**src/rtl/ecbd_pkg.sv**
```systemverilog
// Shared types, constants and the segment table of the encoder countdown blinker display.
package ecbd_pkg;

	localparam int CNT_W       = 14;
	localparam int CFG8_W      = 8;
	localparam int BCD_DIGITS  = 5;
	localparam int IN_TDATA_W  = 8;
	localparam int OUT_TDATA_W = 40;
	localparam int CFG_ADDR_W  = 2;

	localparam logic [CNT_W-1:0]  MAX_COUNT_RST = 14'd9999;
	localparam logic [CFG8_W-1:0] HALF_RST      = 8'd100;
	localparam logic [CFG8_W-1:0] LOCKOUT_RST   = 8'd100;
	localparam logic [CFG8_W-1:0] LEDS_ON       = 8'hFF;
	localparam logic [CFG8_W-1:0] LEDS_OFF      = 8'h00;

	typedef enum logic [CFG_ADDR_W-1:0] {
		REG_MAX_COUNT = 2'd0,
		REG_BLINK_HALF = 2'd1,
		REG_LOCKOUT = 2'd2
	} ecbd_reg_t;

	typedef logic [3:0] bcd_digit_t;

	typedef struct packed {
		logic [CNT_W-1:0]  max_count;
		logic [CFG8_W-1:0] blink_half;
		logic [CFG8_W-1:0] lockout;
	} ecbd_cfg_t;

	// Count movements of one tick, in the order they are applied.
	typedef struct packed {
		logic enc_inc;
		logic enc_dec;
		logic blink_dec;
	} ecbd_chg_t;

	// Active-low common-anode pattern of one decimal digit.
	function automatic logic [7:0] seg_code(input bcd_digit_t d);
		logic [7:0] s;
		case (d)
			4'd0: s = 8'hC0;
			4'd1: s = 8'hF9;
			4'd2: s = 8'hA4;
			4'd3: s = 8'hB0;
			4'd4: s = 8'h99;
			4'd5: s = 8'h92;
			4'd6: s = 8'h82;
			4'd7: s = 8'hF8;
			4'd8: s = 8'h80;
			4'd9: s = 8'h90;
			default: s = 8'hFF;
		endcase
		return s;
	endfunction

endpackage

```
**src/rtl/ecbd_core.sv**
```systemverilog
// Encoder counter, button lockout and countdown blinker state.
module ecbd_core import ecbd_pkg::*; (
	input  logic             clk,
	input  logic             arst_n,
	input  logic             step,
	input  logic             enc_clk,
	input  logic             enc_data,
	input  logic             button_level,
	input  ecbd_cfg_t        cfg,
	output ecbd_chg_t        chg,
	output logic [CNT_W-1:0] count_nxt,
	output logic             leds_nxt,
	output logic             blink_nxt
);

	logic              last_clk_q, armed_q, blink_q, leds_q;
	logic [CNT_W-1:0]  cnt_q;
	logic [CFG8_W-1:0] tick_q, lock_q;

	logic              armed_n, b1;
	logic [CNT_W-1:0]  c1;
	logic [CFG8_W-1:0] t1, t2, lock_n;

	// Next state for one tick: encoder, then button, then blinker.
	always_comb begin
		chg = '0;
		c1 = cnt_q;
		if (enc_clk != last_clk_q) begin
			if (enc_data == enc_clk) begin
				if (cnt_q != '0) begin
					chg.enc_dec = 1'b1;
					c1 = cnt_q - 1'b1;
				end
			end else if (cnt_q < cfg.max_count) begin
				chg.enc_inc = 1'b1;
				c1 = cnt_q + 1'b1;
			end
		end

		lock_n = lock_q;
		armed_n = armed_q;
		b1 = blink_q;
		t1 = tick_q;
		if (lock_q != '0) begin
			lock_n = lock_q - 1'b1;
		end else if (button_level) begin
			armed_n = 1'b1;
		end else if (armed_q) begin
			armed_n = 1'b0;
			b1 = 1'b1;
			t1 = '0;
			lock_n = cfg.lockout;
		end

		count_nxt = c1;
		leds_nxt = leds_q;
		blink_nxt = b1;
		t2 = t1;
		if (b1) begin
			if (c1 == '0) begin
				blink_nxt = 1'b0;
				leds_nxt = 1'b0;
			end else if (t1 == cfg.blink_half) begin
				t2 = '0;
				leds_nxt = !leds_q;
				// Going dark takes one off the count.
				if (leds_q) begin
					chg.blink_dec = 1'b1;
					count_nxt = c1 - 1'b1;
					if (c1 == CNT_W'(1))
						blink_nxt = 1'b0;
				end
			end
		end
	end

	// State registers advance once per request.
	always_ff @(posedge clk or negedge arst_n) begin
		if (!arst_n) begin
			last_clk_q <= 1'b1;
			armed_q <= 1'b1;
			cnt_q <= '0;
			tick_q <= '0;
			blink_q <= 1'b0;
			leds_q <= 1'b0;
			lock_q <= '0;
		end else if (step) begin
			last_clk_q <= enc_clk;
			armed_q <= armed_n;
			cnt_q <= count_nxt;
			tick_q <= t2 + 1'b1;
			blink_q <= blink_nxt;
			leds_q <= leds_nxt;
			lock_q <= lock_n;
		end
	end

	// Blinking never runs on a zero count.
	a_blink_nonzero: assert property (@(posedge clk) disable iff (!arst_n)
		blink_q |-> cnt_q != '0)
		else $error("blinking with zero count");

	// The LEDs are lit only while blinking.
	a_leds_blink: assert property (@(posedge clk) disable iff (!arst_n)
		leds_q |-> blink_q)
		else $error("LEDs lit outside blinking");

	// A count movement from the encoder is a single direction.
	a_enc_dir: assert property (@(posedge clk) disable iff (!arst_n)
		step |-> !(chg.enc_inc && chg.enc_dec))
		else $error("encoder moved both ways");

endmodule

```
**src/rtl/ecbd_disp.sv**
```systemverilog
// Decimal shadow of the count and the multiplexed seven-segment scan.
module ecbd_disp import ecbd_pkg::*; #(
	parameter int DIGIT_COUNT = 4
) (
	input  logic       clk,
	input  logic       arst_n,
	input  logic       step,
	input  ecbd_chg_t  chg,
	output logic [3:0] digit_enable,
	output logic [7:0] segment_pattern
);

	localparam int SCAN_W = (DIGIT_COUNT > 1) ? $clog2(DIGIT_COUNT) : 1;
	localparam logic [SCAN_W-1:0] SCAN_LAST = SCAN_W'(DIGIT_COUNT - 1);

	bcd_digit_t [BCD_DIGITS-1:0] bcd_q, bcd1, bcd2;
	logic [SCAN_W-1:0]           scan_q;
	bcd_digit_t                  shown;

	// Add one with decimal carry.
	function automatic bcd_digit_t [BCD_DIGITS-1:0] bcd_inc(
		input bcd_digit_t [BCD_DIGITS-1:0] v);
		bcd_digit_t [BCD_DIGITS-1:0] r;
		logic cy;
		r = v;
		cy = 1'b1;
		for (int i = 0; i < BCD_DIGITS; i++) begin
			if (cy) begin
				if (v[i] == 4'd9) begin
					r[i] = 4'd0;
				end else begin
					r[i] = v[i] + 1'b1;
					cy = 1'b0;
				end
			end
		end
		return r;
	endfunction

	// Subtract one with decimal borrow; never called on zero.
	function automatic bcd_digit_t [BCD_DIGITS-1:0] bcd_dec(
		input bcd_digit_t [BCD_DIGITS-1:0] v);
		bcd_digit_t [BCD_DIGITS-1:0] r;
		logic bw;
		r = v;
		bw = 1'b1;
		for (int i = 0; i < BCD_DIGITS; i++) begin
			if (bw) begin
				if (v[i] == 4'd0) begin
					r[i] = 4'd9;
				end else begin
					r[i] = v[i] - 1'b1;
					bw = 1'b0;
				end
			end
		end
		return r;
	endfunction

	// Follow the binary count and pick the scanned digit.
	always_comb begin
		if (chg.enc_inc)
			bcd1 = bcd_inc(bcd_q);
		else if (chg.enc_dec)
			bcd1 = bcd_dec(bcd_q);
		else
			bcd1 = bcd_q;
		bcd2 = chg.blink_dec ? bcd_dec(bcd1) : bcd1;

		shown = 4'd0;
		for (int i = 0; i < BCD_DIGITS; i++) begin
			if (int'(scan_q) == i)
				shown = bcd2[i];
		end
		for (int i = 0; i < 4; i++)
			digit_enable[i] = (int'(scan_q) == i);
		segment_pattern = seg_code(shown);
	end

	always_ff @(posedge clk or negedge arst_n) begin
		if (!arst_n) begin
			bcd_q <= '0;
			scan_q <= '0;
		end else if (step) begin
			bcd_q <= bcd2;
			scan_q <= (scan_q == SCAN_LAST) ? '0 : scan_q + 1'b1;
		end
	end

	// Every stored digit is a decimal digit.
	a_bcd_valid: assert property (@(posedge clk) disable iff (!arst_n)
		bcd_q[0] <= 4'd9 && bcd_q[1] <= 4'd9 && bcd_q[2] <= 4'd9 &&
		bcd_q[3] <= 4'd9 && bcd_q[4] <= 4'd9)
		else $error("decimal shadow digit out of range");

	// The scan position stays on a fitted digit.
	a_scan_range: assert property (@(posedge clk) disable iff (!arst_n)
		int'(scan_q) < DIGIT_COUNT)
		else $error("scan position beyond last digit");

	// At most one digit is driven at a time.
	a_digit_onehot: assert property (@(posedge clk) disable iff (!arst_n)
		$onehot0(digit_enable))
		else $error("more than one digit enabled");

endmodule

```
**src/rtl/encoder_countdown_blinker_display.sv**
```systemverilog
// Top level of the encoder countdown blinker display: input and result registers.
//
//  channel | direction | tdata bits (low first)
//  s_*     | in        | enc_clk[0], enc_data[1], button_level[2], zero[7:3]
//  m_*     | out       | digit_enable[3:0], segment_pattern[11:4], led_bank[19:12],
//          |           | count_value[33:20], blink_active[34], zero[39:35]
//  cfg_*   | in        | index 0 max_count, 1 blink_half_period, 2 button_lockout
//
// One tick request per cycle is accepted while the result side is not stalled; each result passes
// through the input register, the state update and the result register, in that order.
// Reset clears all state but the data registers and loads the defaults; no clearing pass is needed.
// A stalled result holds the result register; the input register keeps accepting until full.
module encoder_countdown_blinker_display import ecbd_pkg::*; #(
	parameter int DIGIT_COUNT = 4
) (
	input  logic                   clk,
	input  logic                   arst_n,
	input  logic                   s_tvalid,
	output logic                   s_tready,
	input  logic [IN_TDATA_W-1:0]  s_tdata,    // enc_clk, enc_data, button_level
	output logic                   m_tvalid,
	input  logic                   m_tready,
	output logic [OUT_TDATA_W-1:0] m_tdata,    // digit_enable, segment_pattern, led_bank,
	                                           // count_value, blink_active
	input  logic                   cfg_wen,
	input  logic [CFG_ADDR_W-1:0]  cfg_addr,
	input  logic [CNT_W-1:0]       cfg_wdata
);

	logic                   vld_s1, vld_s2;
	logic [2:0]             item_s1;
	logic [OUT_TDATA_W-1:0] tdata_s2;
	logic                   advance;
	ecbd_cfg_t              cfg_q;
	ecbd_chg_t              chg;
	logic [CNT_W-1:0]       count_nxt;
	logic                   leds_nxt, blink_nxt;
	logic [3:0]             digit_enable;
	logic [7:0]             segment_pattern;

	assign advance  = vld_s1 && (!vld_s2 || m_tready);
	assign s_tready = !vld_s1 || advance;
	assign m_tvalid = vld_s2;
	assign m_tdata  = tdata_s2;

	// Configuration registers.
	always_ff @(posedge clk or negedge arst_n) begin
		if (!arst_n) begin
			cfg_q.max_count <= MAX_COUNT_RST;
			cfg_q.blink_half <= HALF_RST;
			cfg_q.lockout <= LOCKOUT_RST;
		end else if (cfg_wen) begin
			case (cfg_addr)
				REG_MAX_COUNT: cfg_q.max_count <= cfg_wdata;
				REG_BLINK_HALF: cfg_q.blink_half <= cfg_wdata[CFG8_W-1:0];
				REG_LOCKOUT: cfg_q.lockout <= cfg_wdata[CFG8_W-1:0];
				default: ;
			endcase
		end
	end

	// Input register.
	always_ff @(posedge clk or negedge arst_n) begin
		if (!arst_n)
			vld_s1 <= 1'b0;
		else if (s_tready)
			vld_s1 <= s_tvalid;
	end

	always_ff @(posedge clk) begin
		if (s_tvalid && s_tready)
			item_s1 <= s_tdata[2:0];
	end

	ecbd_core u_core (
		.clk          (clk),
		.arst_n       (arst_n),
		.step         (advance),
		.enc_clk      (item_s1[0]),
		.enc_data     (item_s1[1]),
		.button_level (item_s1[2]),
		.cfg          (cfg_q),
		.chg          (chg),
		.count_nxt    (count_nxt),
		.leds_nxt     (leds_nxt),
		.blink_nxt    (blink_nxt)
	);

	ecbd_disp #(
		.DIGIT_COUNT (DIGIT_COUNT)
	) u_disp (
		.clk             (clk),
		.arst_n          (arst_n),
		.step            (advance),
		.chg             (chg),
		.digit_enable    (digit_enable),
		.segment_pattern (segment_pattern)
	);

	// Result register.
	always_ff @(posedge clk or negedge arst_n) begin
		if (!arst_n)
			vld_s2 <= 1'b0;
		else if (advance)
			vld_s2 <= 1'b1;
		else if (m_tready)
			vld_s2 <= 1'b0;
	end

	always_ff @(posedge clk) begin
		if (advance)
			tdata_s2 <= {5'b0, blink_nxt, count_nxt, leds_nxt ? LEDS_ON : LEDS_OFF,
				segment_pattern, digit_enable};
	end

endmodule

```
**config.mk**
```make
export PLATFORM = sky130hd
export DESIGN_NAME = encoder_countdown_blinker_display
export DESIGN_NICKNAME = d
export VERILOG_FILES = /design/src/rtl/ecbd_pkg.sv /design/src/rtl/ecbd_core.sv /design/src/rtl/ecbd_disp.sv /design/src/rtl/encoder_countdown_blinker_display.sv
export SDC_FILE = /design/constraint.sdc
export NUM_CORES = 1
export LEC_CHECK = 0
export BUFFER_PORTS_ARGS = -buffer_cell sky130_fd_sc_hd__buf_2
export CORE_MARGIN = 2
export CORE_UTILIZATION = 40
export CTS_CLUSTER_SIZE = 14
export DETAILED_ROUTE_END_ITERATION = 16
export PLACE_DENSITY = 0.69
export REMOVE_ABC_BUFFERS = 1
export SETUP_SLACK_MARGIN = 0.05
export SLEW_MARGIN = 40
export SYNTH_ARGS = -nofsm -noshare
export SYNTH_HDL_FRONTEND = slang
export SYNTH_HIERARCHICAL = 1
export SYNTH_SLANG_ARGS = --single-unit
```
**constraint.sdc**
```tcl
create_clock -name clk -period 5.4 [get_ports clk]
set_input_delay 0.27 -clock clk [delete_from_list [all_inputs] [get_ports clk]]
set_output_delay 0.27 -clock clk [all_outputs]
set_load 0.005 [all_outputs]
```
## After elaboration in Yosys (flattened, before gate mapping)

Memory sizes are Yosys's and may differ from the RTL's. A register that Yosys moved wholly into a read port is not among the register bits.
Cells that the tools add are included.
W data, S select, Z words.

| word-level totals | value |
|---|---|
| bits in registers | 126 |
| latch bits | 0 |
| bits in writable memories | 0 |
| memory bits (read-only) | 112 |
| input port bits | 29 |
| output and inout port bits | 42 |
| logic and storage cells | 198 |
| memories kept | 1 |

Memories:

| name | words | width | rd ports | clocked after Yosys merged registers in | wr ports | RTL line | text |
|---|---|---|---|---|---|---|---|
| (name not given) | 16 | 7 | 1 | 1 | 0 | ecbd_pkg.sv:41 | `case (d)` |

| operators by class | value |
|---|---|
| add/sub/neg operators | 21 |
| $mul | 0 |
| div/mod/pow operators | 0 |
| magnitude comparators | 1 |
| eq/ne operators | 16 |
| shifts and indexed selects | 0 |
| muxes and demuxes | 109 |
| bitwise logic cells | 1 |
| reduce and logical (&&, ||, !) cells | 29 |

Operators by type and width:

| cell | number |
|---|---|
| $mux W4 | 31 |
| $mux W14 | 8 |
| $mux W8 | 10 |
| $mux W20 | 3 |
| $mux W1 | 55 |
| $logic_not A4 Y1 | 10 |
| $sub A4 B1 Y4 const B | 10 |
| $sub A14 B1 Y14 const B | 2 |
| $add A4 B1 Y4 const B | 5 |
| $eq A4 B4 Y1 const B | 5 |
| $add A14 B1 Y14 const B | 1 |
| $eq A14 B1 Y1 const B | 1 |
| $logic_not A14 Y1 | 1 |
| $lt A14 B14 Y1 | 1 |
| $reduce_bool A14 Y1 | 1 |
| $add A8 B1 Y8 const B | 1 |
| $eq A2 B2 Y1 const B | 4 |
| $eq A8 B8 Y1 | 1 |
| $reduce_and A2 Y1 | 4 |
| $reduce_bool A8 Y1 | 1 |
| $sub A8 B1 Y8 const B | 1 |
| $eq A2 B1 Y1 const B | 2 |
| $logic_not A2 Y1 | 2 |
| $mux W2 | 2 |
| other kinds (10) | 15 |

## Logic depth before layout (Yosys ltp)

Gate-level depths: netlist of the first run.

| logic depth | value |
|---|---|
| depth in word-level cells | 29 |
| depth in mapped cells | 24 |
| gate-level depth less buffers | 23 |

## Cells and area by module

The synthesis of the first run kept the hierarchy.

By module, submodules not included:

| module | instances | cells each | area an instance (sq um) | seq. area each (sq um) |
|---|---|---|---|---|
| ecbd_core | 1 | 447 | 3,696.0 | 853.3 |
| ecbd_disp | 1 | 337 | 2,573.7 | 450.4 |
| encoder_countdown_blinker_display | 1 | 116 | 2,272.2 | 1,749.2 |

## Worst setup path after synthesis of the first run

No wires, ideal clock.

| timing path | value |
|---|---|
| kind | flip-flop to flip-flop |
| start point | reg cfg_q[29] (netlist bit) |
| end point | reg tdata_s2[8], in the netlist m_tdata[8], data pin |
| setup time | 260 ps |
| arrival | 5,334 ps |
| data required time | 5,140 ps |
| setup slack | -194 ps |
| cell stages (with the launch flop) | 25 |
| path buffers | 4 |
| period minus slack after synthesis | 5,594 ps |
| cell sequence | dfstp_2 > inv_1 > ha_1 > a21oi_1 > o21a_1 > o21ai_0 > a21o_1 > buf_2 > nor2_1 > buf_4 > clkbuf_1 > clkbuf_1 > nor2_1 > xnor2_1 > ha_1 > and2_1 > o2111ai_4 > nor4b_4 > nand3_2 > mux2_4 > a221o_1 > inv_1 > ha_1 > mux2i_1 > mux2_2 |

RTL lines:

| element | RTL line | text |
|---|---|---|
| from (decl) | encoder_countdown_blinker_display.sv:34 | `ecbd_cfg_t cfg_q;` |
| to (decl) | encoder_countdown_blinker_display.sv:32 | `logic [OUT_TDATA_W-1:0] tdata_s2;` |

==> flow_metrics.py, run 1 <==
metrics = {
    "run_status": {
        "run_status": "finished, final reports clean",
    },
    "finish": {
        "final-seq-area_sq_mm": 0.00305,
        "utilization_pct": 47.7,
        "synthToLayoutAreaGrowth_pct": 17.3,
        "post_layout_nonfiller_instances": 1271,
        "layout-drive-gt1-share_pct": 28.6,
        "num_antenna_cells": 0,
        "nNetsFinal": 1043,
        "multi_input_area_sq_mm": 0.00509,
        "fillerInstances": 1941,
    },
    "setup_path": {
        "crit_chain": "xor2_2, nand2_1, o32a_1, mux2_4, a2111oi_4, and3b_1, nor3b_4, nand4_4, and3_1, and2_4, o2111ai_4, nor4b_4, nand3_2, mux2_4, a221o_1, inv_1, ha_1, mux2i_1, mux2_2",
        "worstPathMaxFanout": 10,
        "critical_path.startpoint_type": "flip-flop",
        "required_time_of_the_worst_setup_path_ns": 5.58,
        "path_depth": 19,
        "reg2reg_slack_ns": 0.30,
        "timing.rr.start": "item_s1[0]$_DFFE_PP_",
        "slowest_delay_ns": 0.52,
        "regToRegEndpoint": "m_tdata[8]$_DFFE_PP_",
        "ff2ff_path_depth": 19,
        "worstPathBufferInverterCount": 1,
        "top_cell_by_count_worst_path": "sky130_fd_sc_hd__mux2_4",
        "path_class": "flip-flop to flip-flop",
        "setup.worst_path.end_class": "flip-flop",
        "cpLargestDelayFamily": "simple AND/OR/NAND/NOR gates",
        "cp_slowest_cell": "sky130_fd_sc_hd__edfxtp_1",
        "setup.worst_path.end": "m_tdata[8]$_DFFE_PP_",
        "timing.critical_path.from": "item_s1[0]$_DFFE_PP_",
        "cp_data_arrival_time_ns": 5.28,
    },
    "synthesis": {
        "number_of_flip_flops_and_latches_in_the_synthesized_netlist": 115,
        "synth.lib_cells_used.distinct": 106,
        "synth_top_area_share_pct": 19.9,
        "synth-async-reset-ratio_pct": 73.0,
        "post_synth_main_area_contributors": "sky130_fd_sc_hd__dfrtp_1 20%, sky130_fd_sc_hd__edfxtp_1 11%, sky130_fd_sc_hd__mux2_2 7.1%",
        "synth_ff_type": "sky130_fd_sc_hd__dfrtp_1",
        "netlist.top_cell.by_area": "sky130_fd_sc_hd__dfrtp_1",
        "netlist_area_sq_mm": 0.00854,
        "proportion_of_synthesized_chip_area_in_sequential_cells_pct": 35.7,
        "synth_edf_count": 31,
        "syn-mean-instance-area_sq_um": 9.49,
        "yosysWarningCount": 6,
        "postSynthCellCount": 900,
    },
    "die": {
        "placement_rows": 53,
        "initial_core_util_pct": 40.6,
        "die_area_sq_mm": 0.0225,
        "num_io_pins": 71,
        "die_width_microns": 150,
        "core_sq_mm": 0.0210,
        "die_h_microns": 150,
    },
    "placed_design": {
        "numPlacedInstances": 1235,
        "globalplace.congestion": 0.926,
        "io_buffers": 60,
        "dp_worst_setup_slack_ns": -0.0111,
        "hpwl_microns": 15100,
    },
    "cts": {
        "clock-root-buffer": "sky130_fd_sc_hd__clkbuf_16",
        "insertion_delay_ns": 0.44,
        "clk_transition_reported_paths_ns": 0.06,
        "number_of_buffers_on_the_longest_clock_path": 2,
        "h-tree-depth": 4,
        "numClockSinks": 115,
        "numCtsBuffers": 17,
        "tritoncts_clock_tree": "built",
    },
    "power_and_ir_drop": {
        "cell_internal_pwr_mw": 3.07,
        "switching_share_pct": 41.3,
        "power.net_switching_mw": 2.16,
        "total_power_mw": 5.23,
        "power.clock.fraction_pct": 22.0,
        "power.density_cell_area_mw_per_mm2": 522,
        "ir_worst_vdd_mv": 0.249,
        "power.share.sequential_pct": 30.7,
        "share_comb_of_total_power_pct": 47.3,
        "leakagePower_nw": 4.06,
    },
    "timing": {
        "worst_tran_pin_value_ns": 0.791,
        "final-setup-viol-count": 0,
        "largest_clock_skew_in_the_final_design_ns": 0.0130,
        "achievable-frequency_ghz": 0.196,
        "timing.final.max_slew_violations": 0,
        "post-route-min-period_ns": 5.10,
        "slew_headroom_pct": 47.2,
        "final_critical_path_setup_slack_ns": 0.296,
        "finalHoldViolCount": 0,
        "worst_hold_slack_ns": 0.0104,
        "layout_worst_path_cycle_share_pct": 94.5,
        "unrepaired_setup_endpoints_after_global_routing": "no",
    },
    "hold_path": {
        "worstHoldPathCells": 1,
        "min-delay-path-class": "input port to flip-flop",
    },
    "routing": {
        "vias_after_detailed_routing": 7271,
        "post_drt_via_cell_ratio": 5.72,
        "initialDrtViolationCount": 642,
        "drc_violations": 0,
        "postRouteAntennaNets": 0,
        "firstDrtPassIters": 7,
        "postRouteWirelength_microns": 21000,
        "wire_length_per_cell_microns": 16.5,
    },
    "global_routing": {
        "overall_track_demand_over_capacity_in_global_routing_pct": 19.1,
        "wire_length_of_the_first_global_routing_pass_microns": 34300,
        "grt-ovfl-total": 0,
        "via_count_of_the_first_global_routing_pass": 6988,
        "grt_start_max_net_pins": 64,
        "antenna_found_initial": 0,
    },
    "flow_run": {
        "max-cap-violations": 0,
    },
}
routing by layer:
layer  GRT usage [%]  part of all wire [%]  wire [microns]  vias up
met5               0                     0               0        -
li1                -                     -               -     3483
met2            31.5                    48           10000      266
met3            4.42                   5.5            1160       50
met1            24.4                    44            9330     3472
met4            7.36                   2.4             494        0
flip-flops by register name, summed over array words and instances, names as in the netlist:
signal,count
vld_s1,1
u_disp/scan_q,2
u_core/tick_q,8
m_tdata,28
u_core/blink_q,1
item_s1,3
u_core/armed_q,1
u_core/lock_q,8
u_disp/bcd_q,16
u_core/last_clk_q,1
u_core/leds_q,1
cfg_q,30
u_core/cnt_q,14
m_tvalid,1
power by group through the flow:
| stage | Sequential [mW] | Clock [mW] | Combinational [mW] |
|---|---|---|---|
| 5_1_grt | 1.66 | 1.20 | 2.75 |
| 2_1_floorplan | 1.56 | 0 | 1.61 |
| 3_5_place_dp | 1.61 | 0 | 2.40 |
| 4_1_cts | 1.60 | 1.17 | 2.43 |
| 6_report | 1.61 | 1.15 | 2.47 |
| 3_3_place_gp | 1.60 | 0 | 2.33 |
area by class of cell:
| type | instances | share of cell area, % |
|---|---|---|
| sequential | 115 | 30.5 |
| multi-input combinational | 683 | 50.8 |
| clock buffer | 21 | 4.82 |
| tap | 275 | 3.43 |
| inverter | 45 | 1.69 |
| timing repair buffer | 121 | 7.64 |
| clock inverter | 11 | 1.11 |
cells in the final DEF (no fill, tap or decap), drive strengths merged, types with 7 or more instances in the layout:
master    n
a211oi   11
a21oi    49
a31oi    19
and2     16
and3     12
buf     119
clkbuf   21
dfrtp    68
dfstp    16
edfxtp   31
ha       31
inv      50
mux2     56
mux2i    20
nand2    74
nand2b   13
nand3    23
nand3b   10
nand4    18
nor2     59
nor2b     8
nor3     35
nor4     12
nor4b     7
o211ai    7
o21ai    42
o32ai     7
or3       8
xnor2    28
xor2     15
repair_timing:
item / in CTS / in global routing
hold endpoints to repair: 33 / 0
hold buffers: 2 / 0
endpoints found under the setup margin: 5 / 7
pin swaps: 0 / 4
gates resized for setup: 5 / 14
setup buffers: 0 / 2
worst register-to-register path: cells and delay by family, from the launching register on:
kind                     cells  cell delay [ns]
flip-flops                   1             0.52
multiplexers                 4             0.98
AND/OR/NAND/NOR              8             1.44
XOR/XNOR                     1             0.51
adder cells (fa/ha/maj)      1             0.17
AO/OA/AOI/OAI                4             1.13
buffers and inverters        1             0.09
metrics by stage:
stage	cell area, sq um	TNS [ns]
after global placement	9290	0
after global routing	10000	0
after detailed placement	9300	-0.0127
after floorplan	8210	-1.67
after CTS	9940	0
final	10000	0
cells in the mapped netlist, types with 4 or more instances:
master	number
sky130_fd_sc_hd__buf_1	5
sky130_fd_sc_hd__clkbuf_1	24
sky130_fd_sc_hd__a31oi_1	18
sky130_fd_sc_hd__buf_6	5
sky130_fd_sc_hd__or2_2	4
sky130_fd_sc_hd__nor2b_1	8
sky130_fd_sc_hd__nand4_1	17
sky130_fd_sc_hd__o22ai_1	5
sky130_fd_sc_hd__mux2i_1	19
sky130_fd_sc_hd__nand2b_1	13
sky130_fd_sc_hd__edfxtp_1	31
sky130_fd_sc_hd__or3_1	8
sky130_fd_sc_hd__o211ai_1	7
sky130_fd_sc_hd__inv_1	44
sky130_fd_sc_hd__o32ai_1	7
sky130_fd_sc_hd__o31ai_1	4
sky130_fd_sc_hd__nor2_1	58
sky130_fd_sc_hd__o21ai_1	7
sky130_fd_sc_hd__buf_4	17
sky130_fd_sc_hd__nand2_1	73
sky130_fd_sc_hd__mux2_2	54
sky130_fd_sc_hd__and2_1	13
sky130_fd_sc_hd__a211o_1	6
sky130_fd_sc_hd__xnor2_1	27
sky130_fd_sc_hd__dfrtp_1	68
sky130_fd_sc_hd__xor2_1	14
sky130_fd_sc_hd__dfstp_2	16
sky130_fd_sc_hd__ha_1	31
sky130_fd_sc_hd__buf_2	10
sky130_fd_sc_hd__nand3b_1	8
sky130_fd_sc_hd__a21oi_1	48
sky130_fd_sc_hd__nor4_1	9
sky130_fd_sc_hd__o22a_1	4
sky130_fd_sc_hd__nor3_1	34
sky130_fd_sc_hd__and3_1	12
sky130_fd_sc_hd__nand3_1	22
sky130_fd_sc_hd__o21ai_0	35
sky130_fd_sc_hd__a211oi_1	11
worst min path at each step:
| stage | slack [ns] | startpoint | to |
|---|---|---|---|
| 6_report | 0.01 | s_tdata[1] | item_s1[1]$_DFFE_PP_ |
| 5_1_grt | 0.004 | s_tdata[1] | item_s1[1]$_DFFE_PP_ |
| 4_1_cts | 0.003 | s_tdata[1] | item_s1[1]$_DFFE_PP_ |
| 3_5_place_dp | 0.30 | arst_n | u_core/tick_q[1]$_DFFE_PN0P_ |
| 3_3_place_gp | 0.30 | arst_n | u_core/tick_q[1]$_DFFE_PN0P_ |
| 2_1_floorplan | -0.03 | arst_n | cfg_q[0]$_DFFE_PN0P_ |
logic make-up (layout without fill, tap and decap cells):
group / Yosys count / count (layout) / synth area share [%]
compound gates: 195 / 195 / 16.1
xor+xnor: 43 / 43 / 4.58
fa+ha+maj: 31 / 31 / 4.54
buf+inv: 106 / 198 / 5.99
flops: 115 / 115 / 35.7
mux: 76 / 76 / 9.96
other cells: 2 / 6 / 0.0879
simple gates: 332 / 332 / 23.0
Note: power is estimated with default switching activity, not from simulation.
==> run 2: changes to the inputs <==
--- a/config.mk
+++ b/config.mk
@@ -7,10 +7,10 @@
 export LEC_CHECK = 0
 export BUFFER_PORTS_ARGS = -buffer_cell sky130_fd_sc_hd__buf_2
 export CORE_MARGIN = 2
-export CORE_UTILIZATION = 40
+export CORE_UTILIZATION = 30
 export CTS_CLUSTER_SIZE = 14
 export DETAILED_ROUTE_END_ITERATION = 16
-export PLACE_DENSITY = 0.69
+export PLACE_DENSITY = 0.57
 export REMOVE_ABC_BUFFERS = 1
 export SETUP_SLACK_MARGIN = 0.05
 export SLEW_MARGIN = 40
==> run 2 against run 1 <==
Final area rose by 1.2%; die area is 32% higher; maximum frequency decreased by 0.41%; clock power about the same.
==> flow_metrics.py, run 2 (synthesis gave the netlist of run 1 again) <==
metrics = {
    "setup_path": {
        "regToRegEndpoint": "m_tdata[7]$_DFFE_PP_",
        "cp_slowest_cell": "sky130_fd_sc_hd__dfrtp_1",
        "timing.rr.start": "u_core/cnt_q[5]$_DFFE_PN0P_",
        "worstPathBufferInverterCount": 3,
        "slowest_delay_ns": 0.56,
        "worstPathMaxFanout": 20,
        "reg2reg_slack_ns": 0.27,
        "setup.worst_path.end_class": "flip-flop",
        "ff2ff_path_depth": 19,
        "cp_data_arrival_time_ns": 5.29,
        "cpLargestDelayFamily": "compound AO/OA/AOI/OAI gates",
        "critical_path.startpoint_type": "flip-flop",
        "path_class": "flip-flop to flip-flop",
        "crit_chain": "ha_1, a21oi_1, o221ai_4, a21o_2, nor2_2, buf_12, buf_4, nor3_2, a22oi_2, mux2i_4, o2111ai_4, nor4b_4, nand3_2, mux2_4, a221o_1, ha_1, inv_1, mux2i_1, mux2i_1",
        "required_time_of_the_worst_setup_path_ns": 5.56,
    },
    "placed_design": {
        "globalplace.congestion": 0.871,
        "io_buffers": 60,
        "numPlacedInstances": 1330,
        "dp_worst_setup_slack_ns": -0.0698,
        "hpwl_microns": 15800,
        "post_dp_cell_area_sq_mm": 0.00938,
    },
    "routing": {
        "vias_after_detailed_routing": 7052,
        "firstDrtPassIters": 5,
        "post_drt_via_cell_ratio": 5.15,
        "initialDrtViolationCount": 477,
        "postRouteWirelength_microns": 21400,
        "postRouteAntennaNets": 0,
        "wire_length_per_cell_microns": 15.6,
        "drc_violations": 0,
    },
    "power_and_ir_drop": {
        "leakagePower_nw": 4.04,
        "share_comb_of_total_power_pct": 47.0,
        "total_power_mw": 5.17,
        "power.density_cell_area_mw_per_mm2": 510,
        "power.share.sequential_pct": 31.4,
        "switching_share_pct": 41.9,
        "power.net_switching_mw": 2.17,
        "power.clock.fraction_pct": 21.6,
        "ir_worst_vdd_mv": 0.170,
        "cell_internal_pwr_mw": 3.00,
    },
    "run_status": {
        "run_status": "finished, final reports clean",
    },
    "global_routing": {
        "wire_length_of_the_first_global_routing_pass_microns": 35300,
        "grt.met1_usage_pct": 19.4,
        "antenna_found_initial": 0,
        "grt-ovfl-total": 0,
        "grt-busiest-layer": "met2",
        "grtUsageMet2_pct": 24.3,
        "overall_track_demand_over_capacity_in_global_routing_pct": 14.5,
        "via_count_of_the_first_global_routing_pass": 6648,
        "grtUsageMet3_pct": 2.59,
        "grt_start_max_net_pins": 69,
    },
    "die": {
        "placement_rows": 61,
        "num_io_pins": 71,
        "core_sq_mm": 0.0279,
        "die_width_microns": 173,
        "initial_core_util_pct": 30.6,
        "die_h_microns": 173,
        "die_area_sq_mm": 0.0298,
    },
    "cts": {
        "numClockSinks": 115,
        "insertion_delay_ns": 0.42,
        "clock-root-buffer": "sky130_fd_sc_hd__clkbuf_16",
        "clk_transition_reported_paths_ns": 0.06,
        "tritoncts_clock_tree": "built",
        "numCtsBuffers": 17,
        "h-tree-depth": 4,
        "number_of_buffers_on_the_longest_clock_path": 2,
    },
    "finish": {
        "post_layout_nonfiller_instances": 1368,
        "mostFrequentLayoutCell": "sky130_fd_sc_hd__nand2_1",
        "design_area_sq_mm": 0.0101,
        "fillerInstances": 2862,
        "multi_input_area_sq_mm": 0.00512,
        "utilization_pct": 36.3,
        "largest_register_ffs": 30,
        "synthToLayoutAreaGrowth_pct": 18.7,
        "nNetsFinal": 1037,
        "most-common-layout-cells": "73 x sky130_fd_sc_hd__nand2_1, 66 x sky130_fd_sc_hd__dfrtp_1, 59 x sky130_fd_sc_hd__buf_2",
        "num_antenna_cells": 0,
        "layout-drive-gt1-share_pct": 28.9,
        "final-seq-area_sq_mm": 0.00306,
        "largest_register": "cfg_q",
    },
    "flow_run": {
        "max-cap-violations": 0,
    },
    "hold_path": {
        "worstHoldPathCells": 1,
        "min-delay-path-class": "input port to flip-flop",
        "min_to": "item_s1[0]$_DFFE_PP_",
        "hold_start": "s_tdata[0]",
    },
    "timing": {
        "slew_headroom_pct": 49.8,
        "finalHoldViolCount": 0,
        "worst_hold_slack_ns": 0.0215,
        "layout_worst_path_cycle_share_pct": 94.9,
        "achievable-frequency_ghz": 0.195,
        "unrepaired_setup_endpoints_after_global_routing": "no",
        "final_critical_path_setup_slack_ns": 0.275,
        "largest_clock_skew_in_the_final_design_ns": 0.0101,
        "final-setup-viol-count": 0,
        "timing.final.max_slew_violations": 0,
        "totalNegativeSetupSlack_ns": 0,
        "post-route-min-period_ns": 5.13,
        "worst_tran_pin_value_ns": 0.752,
    },
}
==> run 2: changes by cell type in the layout (fill, tap and decap cells not counted), moves of 2 or more <==
cell	before	now
sky130_fd_sc_hd__nor3_2	2	4
sky130_fd_sc_hd__o21ai_1	10	8
sky130_fd_sc_hd__inv_4	0	2
sky130_fd_sc_hd__inv_8	0	5
sky130_fd_sc_hd__buf_4	60	52
sky130_fd_sc_hd__buf_12	0	2
sky130_fd_sc_hd__o21ai_2	0	2
sky130_fd_sc_hd__clkbuf_1	2	0
==> run 2: power by group through the flow <==
stage          Combinational (mW)  Sequential, mW  Clock (mW)
3_3_place_gp                 2.28            1.63           0
5_1_grt                      2.69            1.68        1.19
3_5_place_dp                 2.33            1.62           0
4_1_cts                      2.35            1.62        1.15
6_report                     2.43            1.62        1.12
2_1_floorplan                1.61            1.56           0
==> run 2: worst register-to-register path, delay by kind of cell, from the launching register on <==
kind	cells	cell delay [ns]
muxes	4	0.92
buffers and inverters	3	0.46
and+or+nand+nor	4	0.69
DFF	1	0.56
adders and majority gates	2	0.63
AOI/OAI and AO/OA	6	1.61
==> run 2: metal layers <==
layer	share of wire (%)	routed length [microns]	up-vias
li1	-	-	3468
met1	47	9990	3413
met2	49	10400	155
met3	3.6	775	16
met4	1.0	224	0
met5	0	0	-
==> run 2: what timing repair did <==
action	4_1_cts	5_1_grt
resized for setup	3	21
setup endpoints to repair	5	7
setup buffers	0	4
pin swaps	0	5
hold buffers	1	0
hold endpoints to repair	19	0
==> run 2: how the worst max path moves through the flow <==
stage                     cells past startpoint                    end                    startpoint
final                                        19   m_tdata[7]$_DFFE_PP_   u_core/cnt_q[5]$_DFFE_PN0P_
after detailed placement                     24  m_tdata[10]$_DFFE_PP_         cfg_q[25]$_DFFE_PN1P_
after global placement                       23  m_tdata[10]$_DFFE_PP_         cfg_q[25]$_DFFE_PN1P_
after global routing                         19   m_tdata[7]$_DFFE_PP_  u_core/cnt_q[11]$_DFFE_PN0P_
after floorplan                              21   m_tdata[8]$_DFFE_PP_         cfg_q[29]$_DFFE_PN1P_
after CTS                                    20   m_tdata[8]$_DFFE_PP_   u_core/cnt_q[0]$_DFFE_PN0P_
==> run 2: area by class of cell <==
type / instances / area share [%]
multi-input cells: 683 / 50.5
clock inverters: 14 / 1.27
repair buffers: 115 / 7.37
inverters: 45 / 1.67
flip-flops and latches: 115 / 30.1
well taps: 378 / 4.66
clock buffers: 18 / 4.44
